### src/sv/pss_pkg.sv
// Shared types, constants and list functions for the subscription table.
package pss_pkg;

	localparam int TABLE_DEPTH = 16;
	localparam int TOPIC_SLOTS = 4;
	localparam int RESULT_CAP  = 16;
	localparam int K_W   = (TABLE_DEPTH > 1) ? $clog2(TABLE_DEPTH) : 1;
	localparam int CNT_W = $clog2(TABLE_DEPTH + 1);
	localparam int N_W   = $clog2(RESULT_CAP + 1);

	typedef enum logic [3:0] {
		OP_R_SUB   = 4'd0,
		OP_R_UNSUB = 4'd1,
		OP_R_ADV   = 4'd2,
		OP_R_UNADV = 4'd3,
		OP_L_SUB   = 4'd4,
		OP_L_UNSUB = 4'd5,
		OP_L_ADV   = 4'd6,
		OP_L_UNADV = 4'd7,
		OP_NODE_WR = 4'd8,
		OP_TBL_WR  = 4'd9,
		OP_LOOKUP  = 4'd10
	} opcode_t;

	typedef enum logic [1:0] {
		KIND_SUB   = 2'd0,
		KIND_UNSUB = 2'd1,
		KIND_ADV   = 2'd2,
		KIND_UNADV = 2'd3
	} kind_t;

	typedef enum logic [2:0] {
		ST_DONE     = 3'd0,
		ST_DELIVER  = 3'd1,
		ST_NOT_PUB  = 3'd2,
		ST_FULL     = 3'd3,
		ST_OWN_MISS = 3'd4
	} status_t;

	typedef struct packed {
		logic [3:0]        opcode;
		logic [31:0]       sender_address;
		logic [31:0]       node_address;
		logic signed [7:0] topic;
		logic [63:0]       topic_lists;
	} in_t;

	typedef struct packed {
		logic [2:0]  status;
		logic [31:0] subscriber_address;
		logic        last;
	} out_t;

	typedef struct packed {
		logic [31:0] key;
		logic [31:0] pub;
		logic [31:0] sub;
	} entry_t;

	localparam logic [31:0] EMPTY_WORD = 32'hFFFF_FFFF;

	function automatic logic list_has(input logic [31:0] w, input logic [7:0] t);
		logic r;
		r = 1'b0;
		for (int s = 0; s < TOPIC_SLOTS; s++) begin
			if (w[8*s +: 8] == t) r = 1'b1;
		end
		return r;
	endfunction

	function automatic logic [31:0] list_insert(input logic [31:0] w, input logic [7:0] t);
		logic [31:0] r;
		logic stop;
		r = w;
		stop = 1'b0;
		for (int s = 0; s < TOPIC_SLOTS; s++) begin
			if (!stop && w[8*s +: 8] == t) begin
				stop = 1'b1;
			end else if (!stop && w[8*s +: 8] == 8'hFF) begin
				r[8*s +: 8] = t;
				stop = 1'b1;
			end
		end
		return r;
	endfunction

	function automatic logic [31:0] list_remove(input logic [31:0] w, input logic [7:0] t);
		logic [31:0] r;
		logic hit;
		r = w;
		hit = 1'b0;
		for (int s = 0; s < TOPIC_SLOTS - 1; s++) begin
			if (w[8*s +: 8] == t) hit = 1'b1;
			if (hit) r[8*s +: 8] = w[8*(s+1) +: 8];
		end
		if (w[8*(TOPIC_SLOTS-1) +: 8] == t) hit = 1'b1;
		if (hit) r[8*(TOPIC_SLOTS-1) +: 8] = 8'hFF;
		return r;
	endfunction

endpackage

### src/sv/pubsub_subscription_table.sv
// Subscription table top level: ring of entry cells with a head processor.
//
// Input channel in_valid/in_stall/in_data carries one operation per beat;
// the block stalls the input while an operation is under way. Output
// channel out_valid/out_stall/out_data carries result beats, the final
// beat of each operation marked by last. The configuration channel
// cfg_valid/cfg_ready/cfg_data writes own_address; cfg_ready is always high.
// The entries sit in a ring of TABLE_DEPTH cells that rotates one place per
// cycle past the head while a pass runs and no result is stalled.
// Updates and record writes take one pass over the table. A publish lookup
// takes two passes (own entry check, then subscriber scan), and stops after
// the first if the own entry is missing or does not publish the topic.
// A result waiting in the output register with out_stall high freezes the
// ring; nothing is lost. Reset clears own_address, the entry count and all
// control state; entry contents need no reset since only entries below the
// count are looked at.
module pubsub_subscription_table
	import pss_pkg::*;
(
	input  logic        clk,
	input  logic        arst_n,
	input  logic        in_valid,
	output logic        in_stall,
	input  in_t         in_data,
	output logic        out_valid,
	input  logic        out_stall,
	output out_t        out_data,
	input  logic        cfg_valid,
	output logic        cfg_ready,
	input  logic [31:0] cfg_data
);

	typedef enum logic [3:0] {
		S_IDLE  = 4'b0001,
		S_PASS1 = 4'b0010,
		S_PASS2 = 4'b0100,
		S_DONE  = 4'b1000
	} state_t;

	state_t            state_q;
	logic [31:0]       own_q;
	logic [CNT_W-1:0]  count_q;
	logic [K_W-1:0]    k_q;
	logic [31:0]       key_q;
	logic [7:0]        topic_q;
	logic [63:0]       rec_q;
	logic              active_q;
	logic              isrec_q;
	logic              islook_q;
	kind_t             kind_q;
	logic              found_q;
	logic              has_q;
	status_t           fin_q;
	logic              pend_valid_q;
	logic [31:0]       pend_addr_q;
	logic [N_W-1:0]    n_q;
	logic              out_valid_q;
	out_t              out_q;

	entry_t cell_q [TABLE_DEPTH];
	entry_t head;
	entry_t head_next;
	entry_t new_entry;
	logic   can_push;
	logic   step;
	logic   head_valid;
	logic   head_hit;
	logic   at_count;
	logic   last_k;
	logic   found_now;
	logic   has_now;
	logic   sub_hit;
	logic   in_fire;
	logic [31:0] single;

	assign head       = cell_q[0];
	assign can_push   = !out_valid_q || !out_stall;
	assign step       = (state_q == S_PASS1 || state_q == S_PASS2) && can_push;
	assign head_valid = CNT_W'(k_q) < count_q;
	assign head_hit   = head_valid && head.key == key_q;
	assign at_count   = CNT_W'(k_q) == count_q;
	assign last_k     = k_q == K_W'(TABLE_DEPTH - 1);
	assign found_now  = found_q || head_hit;
	assign has_now    = has_q || (head_hit && list_has(head.pub, topic_q));
	assign sub_hit    = head_valid && head.key != key_q && list_has(head.sub, topic_q)
		&& n_q < N_W'(RESULT_CAP);
	assign single     = {24'hFF_FFFF, topic_q};
	assign in_fire    = in_valid && !in_stall;

	assign in_stall  = state_q != S_IDLE;
	assign cfg_ready = 1'b1;
	assign out_valid = out_valid_q;
	assign out_data  = out_q;

	always_comb begin
		new_entry.key = key_q;
		new_entry.pub = EMPTY_WORD;
		new_entry.sub = EMPTY_WORD;
		if (isrec_q) begin
			new_entry.pub = rec_q[31:0];
			new_entry.sub = rec_q[63:32];
		end else if (kind_q == KIND_SUB) begin
			new_entry.sub = single;
		end else if (kind_q == KIND_ADV) begin
			new_entry.pub = single;
		end
	end

	always_comb begin
		head_next = head;
		if (state_q == S_PASS1 && active_q) begin
			if (head_hit && !found_q) begin
				if (isrec_q) begin
					head_next.pub = rec_q[31:0];
					head_next.sub = rec_q[63:32];
				end else begin
					unique case (kind_q)
						KIND_SUB:   head_next.sub = list_insert(head.sub, topic_q);
						KIND_UNSUB: head_next.sub = list_remove(head.sub, topic_q);
						KIND_ADV:   head_next.pub = list_insert(head.pub, topic_q);
						KIND_UNADV: head_next.pub = list_remove(head.pub, topic_q);
						default:    head_next = head;
					endcase
				end
			end else if (at_count && !found_q) begin
				head_next = new_entry;
			end
		end
	end

	for (genvar i = 0; i < TABLE_DEPTH; i++) begin : g_ring
		entry_t d_i;
		if (i == TABLE_DEPTH - 1) begin : g_tail
			assign d_i = head_next;
		end else begin : g_mid
			assign d_i = cell_q[i+1];
		end
		pss_cell u_cell (
			.clk   (clk),
			.shift (step),
			.d     (d_i),
			.q     (cell_q[i])
		);
	end

	always_ff @(posedge clk or negedge arst_n) begin
		if (!arst_n) begin
			own_q <= '0;
		end else if (cfg_valid && cfg_ready) begin
			own_q <= cfg_data;
		end
	end

	always_ff @(posedge clk) begin
		if (in_fire) begin
			topic_q <= in_data.topic;
			rec_q   <= in_data.topic_lists;
			kind_q  <= kind_t'(in_data.opcode[1:0]);
			isrec_q <= in_data.opcode == OP_NODE_WR || in_data.opcode == OP_TBL_WR;
			if ((in_data.opcode >= OP_L_SUB && in_data.opcode <= OP_L_UNADV)
				|| in_data.opcode == OP_LOOKUP) begin
				key_q <= own_q;
			end else begin
				key_q <= in_data.node_address;
			end
		end
		if (step && state_q == S_PASS2 && sub_hit) begin
			pend_addr_q <= head.key;
		end
	end

	always_ff @(posedge clk or negedge arst_n) begin
		if (!arst_n) begin
			state_q      <= S_IDLE;
			count_q      <= '0;
			k_q          <= '0;
			active_q     <= 1'b0;
			islook_q     <= 1'b0;
			found_q      <= 1'b0;
			has_q        <= 1'b0;
			fin_q        <= ST_DONE;
			pend_valid_q <= 1'b0;
			n_q          <= '0;
			out_valid_q  <= 1'b0;
			out_q        <= '0;
		end else begin
			if (out_valid_q && !out_stall) begin
				out_valid_q <= 1'b0;
			end
			unique case (state_q)
				S_IDLE: begin
					if (in_fire) begin
						state_q      <= S_PASS1;
						k_q          <= '0;
						found_q      <= 1'b0;
						has_q        <= 1'b0;
						pend_valid_q <= 1'b0;
						n_q          <= '0;
						fin_q        <= ST_DONE;
						islook_q     <= in_data.opcode == OP_LOOKUP;
						priority if (in_data.opcode <= OP_R_UNSUB) begin
							active_q <= in_data.sender_address != own_q;
						end else if (in_data.opcode <= OP_NODE_WR) begin
							active_q <= 1'b1;
						end else if (in_data.opcode == OP_TBL_WR) begin
							active_q <= in_data.node_address != own_q;
						end else begin
							active_q <= 1'b0;
						end
					end
				end
				S_PASS1: begin
					if (step) begin
						found_q <= found_now;
						has_q   <= has_now;
						k_q     <= k_q + K_W'(1);
						if (last_k) begin
							k_q <= '0;
							if (islook_q) begin
								priority if (!found_now) begin
									fin_q   <= ST_OWN_MISS;
									state_q <= S_DONE;
								end else if (!has_now) begin
									fin_q   <= ST_NOT_PUB;
									state_q <= S_DONE;
								end else begin
									state_q <= S_PASS2;
								end
							end else begin
								state_q <= S_DONE;
								if (active_q && !found_now) begin
									if (count_q == CNT_W'(TABLE_DEPTH)) begin
										fin_q <= ST_FULL;
									end else begin
										count_q <= count_q + CNT_W'(1);
									end
								end
							end
						end
					end
				end
				S_PASS2: begin
					if (step) begin
						k_q <= k_q + K_W'(1);
						if (sub_hit) begin
							pend_valid_q <= 1'b1;
							n_q          <= n_q + N_W'(1);
							if (pend_valid_q) begin
								out_valid_q <= 1'b1;
								out_q       <= '{ST_DELIVER, pend_addr_q, 1'b0};
							end
						end
						if (last_k) begin
							k_q     <= '0;
							state_q <= S_DONE;
						end
					end
				end
				S_DONE: begin
					if (can_push) begin
						out_valid_q <= 1'b1;
						if (pend_valid_q) begin
							out_q <= '{ST_DELIVER, pend_addr_q, 1'b1};
						end else begin
							out_q <= '{fin_q, 32'd0, 1'b1};
						end
						pend_valid_q <= 1'b0;
						state_q      <= S_IDLE;
					end
				end
				default: state_q <= S_IDLE;
			endcase
		end
	end

	a_count_bound: assert property (@(posedge clk) disable iff (!arst_n)
		count_q <= CNT_W'(TABLE_DEPTH))
		else $error("entry count beyond table depth");

	a_accept_starts: assert property (@(posedge clk) disable iff (!arst_n)
		in_fire |=> state_q == S_PASS1)
		else $error("accepted beat did not start a pass");

	a_pend_place: assert property (@(posedge clk) disable iff (!arst_n)
		pend_valid_q |-> (state_q == S_PASS2 || state_q == S_DONE))
		else $error("pending subscriber outside lookup scan");

	a_count_change: assert property (@(posedge clk) disable iff (!arst_n)
		!$stable(count_q) |-> $past(state_q) == S_PASS1)
		else $error("entry count changed outside a pass");

	a_ring_frozen: assert property (@(posedge clk) disable iff (!arst_n)
		(out_valid_q && out_stall) |-> !step)
		else $error("ring moved while a result was stalled");

endmodule

### src/sv/pss_cell.sv
// One table cell: holds an entry and passes it to its neighbor on each shift.
module pss_cell
	import pss_pkg::*;
(
	input  logic   clk,
	input  logic   shift,
	input  entry_t d,
	output entry_t q
);

	entry_t entry_q;

	always_ff @(posedge clk) begin
		if (shift) begin
			entry_q <= d;
		end
	end

	assign q = entry_q;

endmodule

### config.mk
export PLATFORM = sky130hd
export DESIGN_NAME = pubsub_subscription_table
export DESIGN_NICKNAME = d
export VERILOG_FILES = /design/src/sv/pss_pkg.sv /design/src/sv/pubsub_subscription_table.sv /design/src/sv/pss_cell.sv
export SDC_FILE = /design/constraint.sdc
export NUM_CORES = 1
export LEC_CHECK = 0
export BUFFER_PORTS_ARGS = -buffer_cell sky130_fd_sc_hd__buf_2
export CAP_MARGIN = 20
export CORE_UTILIZATION = 55
export DETAILED_ROUTE_END_ITERATION = 16
export GPL_TIMING_DRIVEN = 0
export PLACE_DENSITY = 0.72
export SLEW_MARGIN = 5
export SYNTH_ARGS = -nofsm -noshare
export SYNTH_HDL_FRONTEND = slang
export SYNTH_SLANG_ARGS = --single-unit
### constraint.sdc
create_clock -name clk -period 128 [get_ports clk]
set_input_delay 6.4 -clock clk [delete_from_list [all_inputs] [get_ports clk]]
set_output_delay 6.4 -clock clk [all_outputs]
set_load 0.05 [all_outputs]
==> out/results.ini <==
[outcome]
outcome = complete, no violations

[logic_synthesis]
synth_commonest_cells = 1,675 x edfxtp_1, 114 x nand2_1, 101 x mux2_2
netlist_area_um2 = 60970
synth_most_common_cell = edfxtp_1
avgSynthCellArea_um2 = 20.37
yosys_warnings = 0
syn-num-nets = 3179
yosys-top-cells-area = edfxtp_1 82%, dfrtp_1 3.9%, mux2_2 1.9%
yosysSeqAreaShare_pct = 86.39
synth.top_cell.area_share_pct = 82.49
synth_cell_types = 83
synth-main-ff-cell = edfxtp_1
async_reset_ff_share_pct = 5.367
synth_largest_area_cell = edfxtp_1
synth_seq_cells = 1770
netlist_instances = 2994
synth_edf_count = 1675

[sta]
finClkSkew_ps = 43.90
fin_ws_ps = 118930
fin_setup_tns_ps = 0
maxSlewViolCount = 0
post-route-period-util_pct = 7.088
finalSetupViolations = 0
slew_headroom_pct = 23.53
timing_hold_violations_final = 0
rsz0062_at_grt = no
min_period_ps = 9073
tightest_slew_ps = 1137
timing.fmax_mhz = 110.2

[clocking]
cts.clk_slew.worst_paths_ps = 60
cts_made_buffers = 167
cts_resized = 0
clock-root-buffer = clkbuf_16
hold_buffers = 0
cts_tree = done
clkSinkCount = 1770
clk_path_buf_depth = 3
clkLatencyLatePin_ps = 790
ctsHtreeMaxLevel = 4
postCtsSetupRepairBufs = 0

[critical_path]
path_max_fanout = 37
required_ps = 128460
crit_type = in2reg
cp-start-kind = input pin
reg2reg_slack_ps = 123100
end_kind = flip-flop
regToRegEndpoint = g_ring[15].u_cell.q[54]
r2r-start = g_ring[0].u_cell.q[88]
arrival_ps = 9530
ff2ff_path_depth = 9

[global_routing]
use_met3_pct = 5.638
grtUsageMet1_pct = 32.68
grt_pass1_vias = 28529
grt_pass1_wl_um = 189500
grt.total_usage_pct = 23.58
antenna_found_initial = 11
overflow = 0
global_route.usage.met2_pct = 36.88
grt_max_degree = 76
busiest_layer = met2

[layout]
drive_gt1_share_pct = 18.76
syn_to_final_growth_pct = 15.99
layout.nets = 3621
fin_util_pct = 64.61

[route]
dr.pass1.iters = 6
wl_per_cell_um = 25.67
dr.first_iter.drc_count = 2933
drt_wl_total_um = 129700
vias = 28669
vias_per_cell = 5.674
drc_errors = 0
postRouteAntennaNets = 0

[floorplanning]
num_io_pins = 216
fp-row-count = 121
design.die.area_um2 = 112200
start_util_pct = 55.71
die_w_um = 335.0
die_h_um = 335.0
core-area_um2 = 109500

[run]
maxCapViolCount = 0

[power]
p_per_area_nw_per_um2 = 21.31
total_power_mw = 1.507
peakVddDrop_uv = 14.33
p_leak_nw = 23.47

[worst_hold_path]
whs_path_depth = 0
worstHoldPathType = reg2reg
hold_start = g_ring[3].u_cell.q[32]
holdPathEnd = g_ring[2].u_cell.q[32]

[place]
hpwl_um = 84960
pre_cts_ws_ps = 118150
portBuffers = 213
place.gp.congestion = 0.9311

-- logic make-up (layout without fill, tap and decap cells) --
family          after synthesis  after routing  synth area share (%)
xor+xnor                    164            164                 2.356
simple gates                431            431                 3.671
other cells                   1              2              0.006150
flops                      1770           1770                 86.39
mux                         137            137                 2.456
buf+inv                     158            740                 1.129
compound gates              325            325                 3.827
fa+ha+maj                     8              8                0.1642
-- layout by cell type, fill, tap and decap left out, types with 62 or more instances in the layout --
cell	count
o21ai_0	76
mux2_2	101
nand2_1	114
clkbuf_16	167
edfxtp_1	1675
buf_2	222
dfrtp_1	94
inv_1	62
nor2_1	84
clkbuf_1	110
xor2_1	81
xnor2_1	83
-- worst max-delay path, cell delays in order --
cell and delay (ps):
buf_2 110, and2_1 230, nor2_4 590, buf_12 270, buf_16 200, buf_12 220, buf_12 220, buf_12 230
buf_12 240, buf_12 240, buf_12 240, buf_12 240
-- final cells by class --
cell class                      count  area [um2]
Antenna cell                        1       2.502
Buffer                             93       444.2
Clock buffer                      216        4413
Clock inverter                     93        1154
Fill cell                        7161       38730
Inverter                           65       249.0
Multi-Input combinational cell   1066        7629
Sequential cell                  1770       52680
Tap cell                         1476        1847
Timing Repair Buffer              273        2311
-- worst max-delay path by stage --
| stage | start | end | depth (start not counted) | slack [ps] |
|---|---|---|---|---|
| after CTS | out_stall | g_ring[0].u_cell.q[21] | 12 | 118980 |
| final | out_stall | g_ring[0].u_cell.q[21] | 12 | 118930 |
| after floorplan | out_stall | count_q[4] | 6 | 47850 |
| after global placement | out_stall | count_q[3] | 7 | 24700 |
| after detailed placement | out_stall | g_ring[0].u_cell.q[21] | 12 | 118150 |
| after global routing | out_stall | g_ring[1].u_cell.q[13] | 12 | 118770 |
-- routing by layer --
metal  wire (um)  vias to the layer above
met1       54350                    14588
met2       61440                     1135
met5          87                        -
met4        3710                       14
met3       10120                      233
li1            -                    12699
-- through the flow --
stage | area [um2] | cells | hold slack (ps)
2_1_floorplan | 60970 | 2994 | 400.3
3_3_place_gp | 63890 | 4683 | 400.4
3_5_place_dp | 65150 | 4742 | 404.5
4_1_cts | 70720 | 5051 | 381.4
5_1_grt | 70720 | 5052 | 391.7
6_report | 70730 | 5053 | 386.3
-- where the power goes --
part           internal [mW]  switching (mW)  total, mW
Clock                  0.284           0.212      0.496
Sequential             0.800          0.0497      0.849
Combinational         0.0491           0.113      0.162
-- flip-flops by register name, summed over array words and instances, names as in the netlist, 2 cells and up --
register / flops
count_q: 5
key_q: 32
fin_q: 3
pend_addr_q: 32
own_q: 32
k_q: 4
g_ring.u_cell.q: 1536
out_data: 36
kind_q: 2
state_q: 4
rec_q: 64
topic_q: 8
n_q: 5
(Power assumes the default switching activity.)
